File: src/hw/rtl/lzss_pkg.sv
package lzss_pkg;

  // Window geometry.
  localparam int unsigned WIN_DEPTH = 4096;
  localparam int unsigned WIN_AW    = $clog2(WIN_DEPTH);

  // The write position that every block starts from.
  localparam logic [WIN_AW-1:0] START_POS = WIN_AW'(4078);

  // Number of length-header bytes skipped at the head of a block.
  localparam logic [2:0] HEADER_BYTES = 3'd4;

  // A reference copies its length nibble plus this many bytes.
  localparam int unsigned MIN_RUN = 3;

  // Width of the remaining-bytes counter of a copy run (length minus one).
  localparam int unsigned RUN_W = 5;

  // Number of tokens governed by one flag byte.
  localparam logic [3:0] FLAGS_PER_BYTE = 4'd8;

  // Commands from the controller to the datapath.
  typedef struct packed {
    logic blk_clear;  // restart the window at the head of a block
    logic hold_low;   // keep the first byte of a reference
    logic load_lit;   // capture a literal byte
    logic load_ref;   // set up a copy run from the second reference byte
    logic rd_issue;   // read the window at the copy address
    logic emit_lit;   // store and send the captured literal
    logic emit_copy;  // store and send the byte just read
  } cmd_t;

  // Status from the datapath to the controller.
  typedef struct packed {
    logic out_free;   // the output register can take a byte this cycle
    logic copy_done;  // the byte being copied is the last of its run
  } sts_t;

endpackage

File: src/hw/rtl/lzss_ctrl.sv
module lzss_ctrl (
  input  logic                clk_i,
  input  logic                rst_ni,
  input  logic                in_valid_i,
  input  logic [7:0]          data_byte_i,
  input  logic                block_start_i,
  output logic                in_ready_o,
  input  lzss_pkg::sts_t      sts_i,
  output lzss_pkg::cmd_t      cmd_o
);

  typedef enum logic [1:0] {
    ST_IDLE,
    ST_LIT,
    ST_RD,
    ST_CP
  } state_e;

  state_e      state_q, state_d;
  logic [2:0]  header_left_q, header_left_d;
  logic [7:0]  flag_bits_q, flag_bits_d;
  logic [3:0]  flags_left_q, flags_left_d;
  logic        awaiting_q, awaiting_d;

  // Parser values as seen by the current item, after a block start.
  logic [2:0]  hl_eff;
  logic [7:0]  fb_eff;
  logic [3:0]  fl_eff;
  logic        aw_eff;

  always_comb begin
    hl_eff = block_start_i ? lzss_pkg::HEADER_BYTES : header_left_q;
    fb_eff = block_start_i ? 8'h00 : flag_bits_q;
    fl_eff = block_start_i ? 4'd0 : flags_left_q;
    aw_eff = block_start_i ? 1'b0 : awaiting_q;
  end

  assign in_ready_o = (state_q == ST_IDLE);

  // Token parser and copy sequencing.
  always_comb begin
    state_d       = state_q;
    header_left_d = header_left_q;
    flag_bits_d   = flag_bits_q;
    flags_left_d  = flags_left_q;
    awaiting_d    = awaiting_q;
    cmd_o         = '0;
    case (state_q)
      ST_IDLE: begin
        if (in_valid_i) begin
          header_left_d   = hl_eff;
          flag_bits_d     = fb_eff;
          flags_left_d    = fl_eff;
          awaiting_d      = aw_eff;
          cmd_o.blk_clear = block_start_i;
          if (hl_eff != 3'd0) begin
            header_left_d = hl_eff - 3'd1;
          end else if (aw_eff) begin
            awaiting_d     = 1'b0;
            cmd_o.load_ref = 1'b1;
            flag_bits_d    = fb_eff >> 1;
            flags_left_d   = (fl_eff != 4'd0) ? fl_eff - 4'd1 : fl_eff;
            state_d        = ST_RD;
          end else if (fl_eff == 4'd0) begin
            flag_bits_d  = data_byte_i;
            flags_left_d = lzss_pkg::FLAGS_PER_BYTE;
          end else if (fb_eff[0]) begin
            cmd_o.load_lit = 1'b1;
            flag_bits_d    = fb_eff >> 1;
            flags_left_d   = fl_eff - 4'd1;
            state_d        = ST_LIT;
          end else begin
            cmd_o.hold_low = 1'b1;
            awaiting_d     = 1'b1;
          end
        end
      end
      ST_LIT: begin
        if (sts_i.out_free) begin
          cmd_o.emit_lit = 1'b1;
          state_d        = ST_IDLE;
        end
      end
      ST_RD: begin
        cmd_o.rd_issue = 1'b1;
        state_d        = ST_CP;
      end
      ST_CP: begin
        if (sts_i.out_free) begin
          cmd_o.emit_copy = 1'b1;
          state_d         = sts_i.copy_done ? ST_IDLE : ST_RD;
        end
      end
      default: begin
        state_d = ST_IDLE;
      end
    endcase
  end

  always_ff @(posedge clk_i or negedge rst_ni) begin
    if (!rst_ni) begin
      state_q       <= ST_IDLE;
      header_left_q <= lzss_pkg::HEADER_BYTES;
      flag_bits_q   <= 8'h00;
      flags_left_q  <= 4'd0;
      awaiting_q    <= 1'b0;
    end else begin
      state_q       <= state_d;
      header_left_q <= header_left_d;
      flag_bits_q   <= flag_bits_d;
      flags_left_q  <= flags_left_d;
      awaiting_q    <= awaiting_d;
    end
  end

`ifndef SYNTHESIS
  // A flag byte never governs more than eight tokens.
  a_flags_bound: assert property (@(posedge clk_i) disable iff (!rst_ni)
    flags_left_q <= lzss_pkg::FLAGS_PER_BYTE)
    else $error("flag counter out of range");

  // The last byte of a run returns the parser to taking items.
  a_run_end: assert property (@(posedge clk_i) disable iff (!rst_ni)
    (state_q == ST_CP && sts_i.out_free && sts_i.copy_done) |=> state_q == ST_IDLE)
    else $error("copy run did not end");

  // A pending reference half always has a flag to consume.
  a_await_flag: assert property (@(posedge clk_i) disable iff (!rst_ni)
    awaiting_q |-> flags_left_q != 4'd0)
    else $error("reference pending without a flag");
`endif

endmodule

File: config.mk
export PLATFORM = sky130hd
export DESIGN_NAME = lzss_ctrl
export DESIGN_NICKNAME = d
export VERILOG_FILES = /design/src/hw/rtl/lzss_pkg.sv /design/src/hw/rtl/lzss_ctrl.sv
export SDC_FILE = /design/constraint.sdc
export NUM_CORES = 1
export LEC_CHECK = 0
export BUFFER_PORTS_ARGS = -buffer_cell sky130_fd_sc_hd__buf_2
export CORE_MARGIN = 5
export CORE_UTILIZATION = 55
export DETAILED_ROUTE_END_ITERATION = 10
export PLACE_DENSITY = 0.78
export SLEW_MARGIN = 20
export SYNTH_ARGS = -nofsm -noshare
export SYNTH_HDL_FRONTEND = slang
export SYNTH_SLANG_ARGS = --single-unit
File: constraint.sdc
create_clock -name clk_i -period 2.15 [get_ports clk_i]
set_input_delay 0 -clock clk_i [delete_from_list [all_inputs] [get_ports clk_i]]
set_output_delay 0 -clock clk_i [all_outputs]
set_load 0.1 [all_outputs]
# Word level (Yosys, flattened, before mapping)
# Index checks and enable logic that the tools add are counted.
[totals] reg_bits=18 input_bits=14 wordCells=60
[op_classes] n_addsub=2 eq_ne=9 muxes=38 n_reduce_logical=6
[ops] cell="$mux W8" count=5
[ops] cell="$mux W4" count=8
[ops] cell="$mux W2" count=10
[ops] cell="$mux W1" count=11
[ops] cell="$mux W3" count=3
[ops] cell="$ne A2 B2 Y1 const B" count=4
[ops] cell="$pmux W2 S4" count=1
[ops] cell="$reduce_and A6 Y1" count=1
[ops] cell="$eq A2 B2 Y1 const B" count=2
[ops] cell="$logic_not A4 Y1" count=1
[ops] cell="$reduce_bool A4 Y1" count=1
[ops] cell="$sub A4 B1 Y4 const B" count=1
[ops] cell="$ne A3 B1 Y1 const B" count=1
[ops] cell="$ne A3 B3 Y1 const B" count=1
[ops] cell="$reduce_bool A3 Y1" count=1
[ops] cell="$sub A3 B1 Y3 const B" count=1
[ops] cell="$eq A2 B1 Y1 const B" count=1
[ops] cell="$logic_not A2 Y1" count=1
[ops] cell="$reduce_and A2 Y1" count=1

# Depth between registers and ports, before layout
# Gate-level depths: netlist of the first run.
[depth] depth_word=7 depth_mapped=10 ltp_nobuf=7

# Worst setup path after synthesis of the first run
# OpenSTA, ideal clock, no wires.
[synth_timing] kind="flip-flop to output port" start="reg header_left_q[0]" end="out cmd_o[4] (netlist name)" arrival_time_ns=3.599 required_ns=2.150 path_slack_ns=-1.449 stages_incl_launch_ff=7 path_buffers=0 cell_sequence="dfrtp_1 nand2_1 ha_1 or3b_2 nor2_4 nand2_1 nor3b_1"
[synth_lines] item="start, declared" line_no="lzss_ctrl.sv:20" text="logic [2:0] header_left_q, header_left_d;"
[synth_lines] item="start signal, assigned" line_no="lzss_ctrl.sv:103" text="header_left_q <= lzss_pkg::HEADER_BYTES;"
[synth_lines] item="start signal, assigned" line_no="lzss_ctrl.sv:109" text="header_left_q <= header_left_d;"
[synth_lines] item="end, declared" line_no="lzss_ctrl.sv:9" text="output lzss_pkg::cmd_t cmd_o"

==> results of run 1 <==
timing repair:
| action | CTS | global route |
|---|---|---|
| gates resized for setup | 0 | 4 |
| hold endpoints to repair | 19 | 0 |
| setup endpoints to repair | 0 | 6 |
| hold buffers | 2 | 0 |
power by group through the flow:
stage	Combinational, mW	Clock [mW]	Sequential (mW)
floorplan	0.935	0	0.607
global placement	1.05	0	0.663
detailed placement	1.09	0	0.674
CTS	1.10	0.219	0.670
global route	1.21	0.230	0.699
finish	1.11	0.212	0.678
per-layer routing:
layer	GRT usage	routed length (um)
met2	0.349	1650
met5	0	0
met3	0.0196	176
met1	0.257	1400
met4	0.0388	23
how the worst max path moves through the flow:
| stage | from | end | slack (ns) | cells after the start |
|---|---|---|---|---|
| 6_report | state_q[1]$_DFFE_PN0P_ | cmd_o[4] | 0.09 | 5 |
| 5_1_grt | header_left_q[0]$_DFFE_PN0P_ | cmd_o[4] | 0.0005 | 7 |
| 4_1_cts | header_left_q[0]$_DFFE_PN0P_ | cmd_o[4] | 0.03 | 7 |
| 3_5_place_dp | flags_left_q[0]$_DFFE_PN0P_ | flag_bits_q[5]$_DFFE_PN0P_ | 0.12 | 7 |
| 3_3_place_gp | flags_left_q[0]$_DFFE_PN0P_ | flag_bits_q[5]$_DFFE_PN0P_ | 0.21 | 7 |
| 2_1_floorplan | header_left_q[0]$_DFFE_PN0P_ | cmd_o[4] | 0.01 | 6 |
final cells by class:
| type | instances | area, um^2 |
|---|---|---|
| Multi-Input combinational cell | 119 | 838 |
| Fill cell | 186 | 669 |
| Sequential cell | 18 | 452 |
| Timing Repair Buffer | 28 | 193 |
| Clock buffer | 4 | 36.3 |
| Tap cell | 28 | 35.0 |
| Inverter | 8 | 31.3 |
state kept, by name, summed over array words and instances (netlist names):
signal and count:
state_q 2, flags_left_q 4, flag_bits_q 8, awaiting_q 1
header_left_q 3
cells in the mapped netlist, types with 3 or more instances:
cell / n / share of area
sky130_fd_sc_hd__o31ai_1: 4 / 0.023
sky130_fd_sc_hd__a2111oi_0: 3 / 0.020
sky130_fd_sc_hd__nor3_1: 7 / 0.026
sky130_fd_sc_hd__or3b_2: 3 / 0.020
sky130_fd_sc_hd__inv_1: 7 / 0.020
sky130_fd_sc_hd__buf_6: 3 / 0.026
sky130_fd_sc_hd__ha_1: 3 / 0.028
sky130_fd_sc_hd__a21o_1: 5 / 0.028
sky130_fd_sc_hd__o21ai_0: 6 / 0.023
sky130_fd_sc_hd__nor2_1: 8 / 0.023
sky130_fd_sc_hd__nand3_1: 4 / 0.015
sky130_fd_sc_hd__nand2b_1: 3 / 0.014
sky130_fd_sc_hd__a21oi_1: 7 / 0.026
sky130_fd_sc_hd__mux2i_1: 3 / 0.023
sky130_fd_sc_hd__nand2_1: 24 / 0.068
sky130_fd_sc_hd__dfrtp_1: 17 / 0.32
worst max-delay path: cells and delay by family (launching register included):
family	cells	cell delay (ns)
and+or+nand+nor	4	1.07
DFF	1	0.50
buffers and inverters	1	0.20
per-stage QoR:
step | worst slack [ns] | instances | power (mW) | utilization
4_1_cts | 0.0317 | 205 | 1.98 | 0.696
6_report | 0.0889 | 205 | 2.00 | 0.703
3_5_place_dp | 0.120 | 199 | 1.77 | 0.671
2_1_floorplan | 0.0103 | 151 | 1.54 | -
3_3_place_gp | 0.208 | 199 | 1.72 | 0.671
5_1_grt | 0.000548 | 205 | 2.14 | 0.703
cell families after synthesis:
kind of cell / Yosys count / synth area share
multiplexers: 4 / 0.0312
AND/OR/NAND/NOR: 67 / 0.292
buffers and inverters: 14 / 0.0643
flip-flops: 18 / 0.341
adder cells (fa/ha/maj): 3 / 0.0284
AO/OA/AOI/OAI: 45 / 0.243
placed cells by master (no fill, tap or decap), types with 2 or more instances in the layout:
master / n
sky130_fd_sc_hd__a2111oi_0: 2
sky130_fd_sc_hd__a211oi_1: 2
sky130_fd_sc_hd__a21o_1: 5
sky130_fd_sc_hd__a21oi_1: 7
sky130_fd_sc_hd__a31oi_1: 2
sky130_fd_sc_hd__buf_12: 2
sky130_fd_sc_hd__buf_2: 19
sky130_fd_sc_hd__buf_4: 5
sky130_fd_sc_hd__clkbuf_4: 3
sky130_fd_sc_hd__dfrtp_1: 17
sky130_fd_sc_hd__dlygate4sd3_1: 2
sky130_fd_sc_hd__inv_1: 7
sky130_fd_sc_hd__mux2i_1: 3
sky130_fd_sc_hd__nand2_1: 23
sky130_fd_sc_hd__nand2_2: 2
sky130_fd_sc_hd__nand2b_1: 3
sky130_fd_sc_hd__nand3_1: 4
sky130_fd_sc_hd__nand4_1: 2
sky130_fd_sc_hd__nor2_1: 5
sky130_fd_sc_hd__nor2_2: 3
sky130_fd_sc_hd__nor2b_1: 2
sky130_fd_sc_hd__nor3_1: 6
sky130_fd_sc_hd__nor3b_4: 2
sky130_fd_sc_hd__o21ai_0: 6
sky130_fd_sc_hd__o21bai_1: 2
sky130_fd_sc_hd__o22ai_1: 2
sky130_fd_sc_hd__o31ai_1: 4
sky130_fd_sc_hd__or3b_2: 2
==> results.yml, run 1 <==
grt:
  grt_start_max_net_pins: 19
  grt_antenna_before_repair: 0
  grt_remaining_overflow: 0
  number_of_global_route_vias_before_repair: 1180
  grtUsageTotal: 0.196
  grt_pass1_wl_mm: 5.40
sta:
  tightest_slew_ns: 0.493
  slew_headroom: 0.674
  final_min_period_over_clock_period: 0.959
  finalHoldWorstSlack_ns: 0.00941
  timing.fmax_mhz: 485
  finalMaxSlewViolations: 0
  finalSetupTns_ns: 0
  finalClockSkew_ns: 0.00372
  layout_min_cycle_time_ns: 2.06
  finalSetupViolations: 0
  grt_setup_unrepaired: "false"
  final-hold-violation-count: 0
synthesis:
  synth.yosys.warnings: 0
  synth_ff_type: "sky130_fd_sc_hd__dfrtp_1"
  ys_seq_area_frac: 0.341
  synthDistinctLibCells: 52
  synth_cells: 151
  synth.net_count: 168
  synth-edff-count: 0
  postSynthAreaPerCell_um2: 8.77
  synth-async-reset-ratio: 1.00
  synth.cell_area_um2: 1320
  seq_cells_post_synth: 18
critical_path:
  crit_path_max_fanout: 8
  cp.arrival_ns: 2.06
  critical_path.startpoint_type: "flip-flop"
  rrSetupSlack_ns: 0.18
  path_class: "reg -> out"
  worst-endpoint-required_ns: 2.15
  crit_path_cell_trace: "or3b_2, nor2_4, nand2_2, nor3b_4, buf_12"
  critPathCaptureType: "output pin"
  cp_slowest_cell: "sky130_fd_sc_hd__or3b_2"
  timing.reg2reg.worst_path_depth: 6
  critical_path.max_stage_delay_ns: 0.57
  worstReg2RegStart: "flags_left_q[0]$_DFFE_PN0P_"
  critical_path.reg2reg.endpoint: "flag_bits_q[2]$_DFFE_PN0P_"
die:
  fp.dieArea_um2: 3490
  row_count: 17
  die_width_um: 59.1
  die_h_um: 59.1
  design.portCount: 22
  coreArea_um2: 2250
  initial_core_util: 0.587
worst_hold_path:
  min-delay-path-class: "in -> reg"
  timing.hold.worst.start: "sts_i[1]"
  worstHoldPathCells: 4
  hold_end: "state_q[1]$_DFFE_PN0P_"
cells_and_area:
  design_area_um2: 1590
  area_delta_synth_final_pct: 19.8
  post_route_cells_drive_above_1_share: 0.322
  num-nets-final: 195
  num_antenna_cells: 0
clock_network:
  number_of_buffers_inserted_during_clock_tree_synthesis: 3
  path_clk_slew_ns: 0.10
  cts.path.max_buffers: 2
  clock_sink_count: 18
  tritoncts_clock_tree: "built"
  post_cts.repair.setup_buffers: 0
  worstSkewPairLatency_ns: 0.29
  cts-root-buf: "sky130_fd_sc_hd__clkbuf_4"
  htree_levels: 1
drt:
  initialDrtViolationCount: 33
  wire_per_inst_um: 15.8
  drt-vias-per-instance: 6.16
  drt-pass1-iter-count: 4
  route.vias.total: 1262
  wirelength_mm: 3.25
  antenna_left: 0
  remaining_drc_errors: 0
placed_design:
  hpwlAfterDp_mm: 2.45
  globalplace.congestion: 0.833
  place_area_um2: 1510
  port_buffer_cells: 21
pwr:
  net-switching-power_mw: 1.01
  p_int_uw: 990
  power_frac_clock: 0.106
  leakagePower_nw: 0.710
  power_switching_share: 0.506
  power.sequential.fraction: 0.338
  power.density_cell_area_nw_per_um2: 1260
  pwr-share-comb: 0.556
  vdd_drop_max_uv: 811
flow_run:
  drv_cap: 0
outcome:
  result_of_the_run: "finished, final reports clean"
Note: power is estimated with default switching activity, not from simulation.
==> run 2, diff against run 1 <==
--- a/config.mk
+++ b/config.mk
@@ -9,7 +9,7 @@
 export CORE_MARGIN = 5
 export CORE_UTILIZATION = 55
 export DETAILED_ROUTE_END_ITERATION = 10
-export PLACE_DENSITY = 0.78
+export PLACE_DENSITY_LB_ADDON = 0.1
 export SLEW_MARGIN = 20
 export SYNTH_ARGS = -nofsm -noshare
 export SYNTH_HDL_FRONTEND = slang
==> constraint.sdc (replaced) <==
create_clock -name clk_i -period 2.15 [get_ports clk_i]
set_input_delay 0.215 -clock clk_i [delete_from_list [all_inputs] [get_ports clk_i]]
set_output_delay 0.215 -clock clk_i [all_outputs]
set_load 0.1 [all_outputs]
==> results.yml, run 2 (synthesized netlist as in run 1, its figures left out) <==
placed_design:
  place_ws_ns: 0.117
  place_area_um2: 1570
  post-place-cells: 199
  hpwlAfterDp_mm: 2.44
  port_buffer_cells: 21
  globalplace.congestion: 0.907
critical_path:
  critical_path.most_common_cell: "sky130_fd_sc_hd__nand2_4"
  critical_path.max_stage_delay_ns: 0.43
  cp_slowest_cell: "sky130_fd_sc_hd__dfrtp_1"
  path_class: "reg -> out"
  critical-path-top-delay-family: "simple AND/OR/NAND/NOR gates"
  crit_path_cell_trace: "nand2_4, ha_4, or3b_4, nor2_4, nand2_4, nor3b_4, buf_12"
  worst-endpoint-required_ns: 1.93
  critPathCaptureType: "output pin"
  crit_path_max_fanout: 3
  rrSetupSlack_ns: 0.11
  cp.arrival_ns: 1.99
  critical_path.startpoint_type: "flip-flop"
  critical_path_buf_inv_count: 1
sta:
  finalClockSkew_ns: 0.0154
  finalSetupTns_ns: -0.0856
  slew_headroom: 0.675
  timing.fmax_mhz: 454
  finalMaxSlewViolations: 0
  finalSetupViolations: 2
  finalHoldWorstSlack_ns: 0.190
  final.setup.worst_slack_ns: -0.0505
  tightest_slew_ns: 0.491
  final-hold-violation-count: 0
  layout_min_cycle_time_ns: 2.20
  grt_setup_unrepaired: "true"
  final_min_period_over_clock_period: 1.02
drt:
  remaining_drc_errors: 0
  antenna_left: 0
  route.vias.total: 1289
  wirelength_mm: 3.37
  drt-vias-per-instance: 6.17
  drt-pass1-iter-count: 4
  wire_per_inst_um: 16.1
  initialDrtViolationCount: 70
grt:
  number_of_global_route_vias_before_repair: 1209
  grt_antenna_before_repair: 0
  grt_use_met1: 0.293
  grtUsageMet2: 0.336
  top_usage_layer: "met2"
  grt_pass1_wl_mm: 5.73
  grt_start_max_net_pins: 19
  global_route.usage.met3: 0.0218
  grtUsageTotal: 0.211
  grt_remaining_overflow: 0
cells_and_area:
  mostFrequentLayoutCell: "sky130_fd_sc_hd__nand2_1"
  finalCoreUtilization: 0.735
  num-nets-final: 199
  num_antenna_cells: 0
  area_delta_synth_final_pct: 25.2
  largest_register_ffs: 8
  most_used_cells_in_the_layout_excluding_fill_and_tap_cells: "21 x sky130_fd_sc_hd__nand2_1, 18 x sky130_fd_sc_hd__buf_2, 17 x sky130_fd_sc_hd__dfrtp_1, 10 x sky130_fd_sc_hd__buf_4"
  design_area_um2: 1660
  total_of_fill_cells_in_the_finished_design: 180
  top_regs: "flag_bits_q: 8 flops, flags_left_q: 4 flops, header_left_q: 3 flops"
  post_route_cells_drive_above_1_share: 0.348
  register_name_with_the_most_flops: "flag_bits_q"
  post_layout_nonfiller_instances: 209
pwr:
  power.density_cell_area_nw_per_um2: 1240
  vdd_drop_max_uv: 953
  total_power_mw: 2.06
  leakagePower_nw: 0.754
outcome:
  result_of_the_run: "finished with violations"
  failed_checks: "negative setup slack"
clock_network:
  cts.path.max_buffers: 2
  worstSkewPairLatency_ns: 0.31
  cts-root-buf: "sky130_fd_sc_hd__clkbuf_4"
  htree_levels: 1
  path_clk_slew_ns: 0.10
  number_of_buffers_inserted_during_clock_tree_synthesis: 3
  clock_sink_count: 18
  tritoncts_clock_tree: "built"
die:
  coreArea_um2: 2250
  row_count: 17
  die_width_um: 59.1
  die_h_um: 59.1
  initial_core_util: 0.587
  design.portCount: 22
  fp.dieArea_um2: 3490
flow_run:
  drv_cap: 0
worst_hold_path:
  min-delay-path-class: "in -> reg"
[run 2: cell type report]
| class | instances | area, um^2 | share of cell area |
|---|---|---|---|
| Multi-Input combinational cell | 119 | 857 | 0.517 |
| Sequential cell | 18 | 452 | 0.272 |
| Timing Repair Buffer | 32 | 235 | 0.142 |
| Inverter | 8 | 42.5 | 0.0257 |
| Clock buffer | 4 | 36.3 | 0.0219 |
| Tap cell | 28 | 35.0 | 0.0211 |
[run 2: report_power, final]
group / total [mW] / leakage (nW) / switching, mW / internal [mW]
Combinational: 1.16 / 0.503 / 0.731 / 0.426
Clock: 0.222 / 0.0210 / 0.118 / 0.104
Sequential: 0.679 / 0.229 / 0.197 / 0.481
Total: 2.06 / 0.754 / 1.05 / 1.01
[run 2: final timing paths]
path	from	to	cells past startpoint
min in group asynchronous	rst_ni	flags_left_q[3]$_DFFE_PN0P_	2
worst min register to register	flag_bits_q[5]$_DFFE_PN0P_	flag_bits_q[5]$_DFFE_PN0P_	1
worst max register to register	flags_left_q[1]$_DFFE_PN0P_	flag_bits_q[2]$_DFFE_PN0P_	6
worst min-delay path	sts_i[0]	state_q[1]$_DFFE_PN0P_	4
worst max-delay path	header_left_q[1]$_DFFE_PN0P_	cmd_o[4]	7
max in group asynchronous	rst_ni	header_left_q[2]$_DFFE_PN1P_	2
[run 2: timing repair]
| action | CTS | global route |
|---|---|---|
| pin swaps | 1 | 1 |
| gates resized for setup | 0 | 0 |
| setup endpoints to repair | 2 | 4 |
| hold buffers | 1 | 0 |
| hold endpoints to repair | 17 | 0 |
| buffers inserted | 2 | 3 |
[run 2: tightest hold or removal path, stage by stage]
cell and delay, ns:
sky130_fd_sc_hd__buf_2 0.07, sky130_fd_sc_hd__nand2_1 0.04, sky130_fd_sc_hd__nand2_1 0.05, sky130_fd_sc_hd__o21ai_0 0.08
[run 2: routing by layer]
metal	vias up	share of wire
met1	603	0.44
li1	623	-
met4	0	0.020
met5	-	0
met3	7	0.064
met2	56	0.47
==> run 3, diff against run 2 <==
--- a/config.mk
+++ b/config.mk
@@ -6,6 +6,7 @@
 export NUM_CORES = 1
 export LEC_CHECK = 0
 export BUFFER_PORTS_ARGS = -buffer_cell sky130_fd_sc_hd__buf_2
+export CAP_MARGIN = 15
 export CORE_MARGIN = 5
 export CORE_UTILIZATION = 55
 export DETAILED_ROUTE_END_ITERATION = 10
==> constraint.sdc (replaced) <==
create_clock -name clk_i -period 2.5 [get_ports clk_i]
set_input_delay 0.25 -clock clk_i [delete_from_list [all_inputs] [get_ports clk_i]]
set_output_delay 0.25 -clock clk_i [all_outputs]
set_load 0.1 [all_outputs]
==> results.yml, run 3 (synthesized netlist as in run 1, its figures left out) <==
pwr:
  power.density_cell_area_nw_per_um2: 1070
  vdd_drop_max_uv: 610
  leakagePower_nw: 0.706
outcome:
  result_of_the_run: "finished, final reports clean"
grt:
  grt_pass1_wl_mm: 5.08
  number_of_global_route_vias_before_repair: 1113
  grt_start_max_net_pins: 19
  grt_remaining_overflow: 0
  grtUsageTotal: 0.187
  grt_antenna_before_repair: 0
sta:
  final-hold-violation-count: 0
  slew_headroom: 0.613
  timing.fmax_mhz: 420
  grt_setup_unrepaired: "false"
  layout_min_cycle_time_ns: 2.38
  tightest_slew_ns: 0.580
  finalClockSkew_ns: 0.00125
  finalSetupViolations: 0
  finalMaxSlewViolations: 0
  final_min_period_over_clock_period: 0.951
  final.setup.worst_slack_ns: 0.122
placed_design:
  place_area_um2: 1500
  globalplace.congestion: 0.867
  hpwlAfterDp_mm: 2.25
  port_buffer_cells: 21
  place_ws_ns: 0.265
drt:
  wirelength_mm: 3.06
  initialDrtViolationCount: 89
  remaining_drc_errors: 0
  drt-vias-per-instance: 6.03
  route.vias.total: 1218
  antenna_left: 0
  drt-pass1-iter-count: 4
  wire_per_inst_um: 15.1
clock_network:
  htree_levels: 1
  number_of_buffers_inserted_during_clock_tree_synthesis: 3
  cts-root-buf: "sky130_fd_sc_hd__clkbuf_4"
  clock_sink_count: 18
  worstSkewPairLatency_ns: 0.30
  path_clk_slew_ns: 0.10
  tritoncts_clock_tree: "built"
  cts.path.max_buffers: 2
critical_path:
  path_class: "reg -> out"
  cp_slowest_cell: "sky130_fd_sc_hd__or3b_4"
  worst-endpoint-required_ns: 2.25
  critical-path-top-delay-family: "simple AND/OR/NAND/NOR gates"
  critical_path.startpoint_type: "flip-flop"
  critical_path_buf_inv_count: 1
  critical_path.max_stage_delay_ns: 0.40
  cp.arrival_ns: 2.13
  crit_path_max_fanout: 5
  crit_path_cell_trace: "nand2_1, ha_2, or3b_4, nor2_4, nand2_4, nor3b_4, buf_12"
  critPathCaptureType: "output pin"
die:
  fp.dieArea_um2: 3490
  initial_core_util: 0.587
  die_h_um: 59.1
  design.portCount: 22
  die_width_um: 59.1
  coreArea_um2: 2250
  row_count: 17
cells_and_area:
  area_delta_synth_final_pct: 18.1
  finalCoreUtilization: 0.694
  num-nets-final: 192
  most_used_cells_in_the_layout_excluding_fill_and_tap_cells: "23 x sky130_fd_sc_hd__nand2_1, 18 x sky130_fd_sc_hd__buf_2, 17 x sky130_fd_sc_hd__dfrtp_1, 7 x sky130_fd_sc_hd__inv_1, 7 x sky130_fd_sc_hd__a21oi_1"
  register_name_with_the_most_flops: "flag_bits_q"
  mostFrequentLayoutCell: "sky130_fd_sc_hd__nand2_1"
  design_area_um2: 1560
  top_regs: "flag_bits_q: 8 flops, flags_left_q: 4 flops, header_left_q: 3 flops"
  post_route_cells_drive_above_1_share: 0.305
  largest_register_ffs: 8
  num_antenna_cells: 0
  total_of_fill_cells_in_the_finished_design: 187
flow_run:
  drv_cap: 0
worst_hold_path:
  min-delay-path-class: "in -> reg"
run 3: timing repair:
action / 4_1_cts / 5_1_grt
resized for setup: 0 / 2
buffers inserted: 0 / 2
hold buffers: 1 / 0
hold endpoints to repair: 17 / 0
setup endpoints to repair: 0 / 2
run 3: cell type report:
| class | count | area, um^2 | area share |
|---|---|---|---|
| multi-input cells | 119 | 827 | 0.529 |
| flip-flops and latches | 18 | 452 | 0.289 |
| repair buffers | 25 | 183 | 0.117 |
| clock buffers | 4 | 36.3 | 0.0232 |
| well taps | 28 | 35.0 | 0.0224 |
| inverters | 8 | 31.3 | 0.0200 |
run 3: tightest hold or removal path, cell delays in order:
cell and delay, ns:
sky130_fd_sc_hd__buf_2 0.07, sky130_fd_sc_hd__nand2_1 0.04, sky130_fd_sc_hd__nand2_1 0.05, sky130_fd_sc_hd__o21ai_0 0.09
run 3: final timing paths:
kind | start | end | slack (ns) | depth (start not counted)
max in group asynchronous | rst_ni | header_left_q[2]$_DFFE_PN1P_ | 1.77 | 2
min in group asynchronous | rst_ni | flag_bits_q[7]$_DFFE_PN0P_ | 0.41 | 2
max | header_left_q[0]$_DFFE_PN0P_ | cmd_o[4] | 0.12 | 7
min reg2reg | header_left_q[1]$_DFFE_PN0P_ | header_left_q[1]$_DFFE_PN0P_ | 0.52 | 2
min | sts_i[0] | state_q[1]$_DFFE_PN0P_ | 0.24 | 4
max reg2reg | flags_left_q[0]$_DFFE_PN0P_ | flag_bits_q[3]$_DFFE_PN0P_ | 0.38 | 6
run 3: per-layer routing:
metal  global-route usage  wire length, um  vias to the layer above
met5                    0                0                        -
met2                0.297             1440                       41
li1                     -                -                      606
met4               0.0485               29                        0
met1                0.257             1450                      567
met3               0.0392              134                        4
run 3: per-stage QoR:
step,cells,TNS [ns],hold WS [ns],power (mW)
CTS,200,0,0.252,1.65
floorplan,151,-0.0406,-0.0456,1.32
detailed placement,195,0,0.203,1.47
finish,202,0,0.242,1.67
global route,202,0,0.262,1.79
global placement,195,0,0.195,1.45
run 3: power breakdown:
part | switching, mW | internal (mW) | leakage [nW]
Sequential | 0.181 | 0.414 | 0.229
Clock | 0.0946 | 0.0889 | 0.0210
Combinational | 0.574 | 0.314 | 0.455
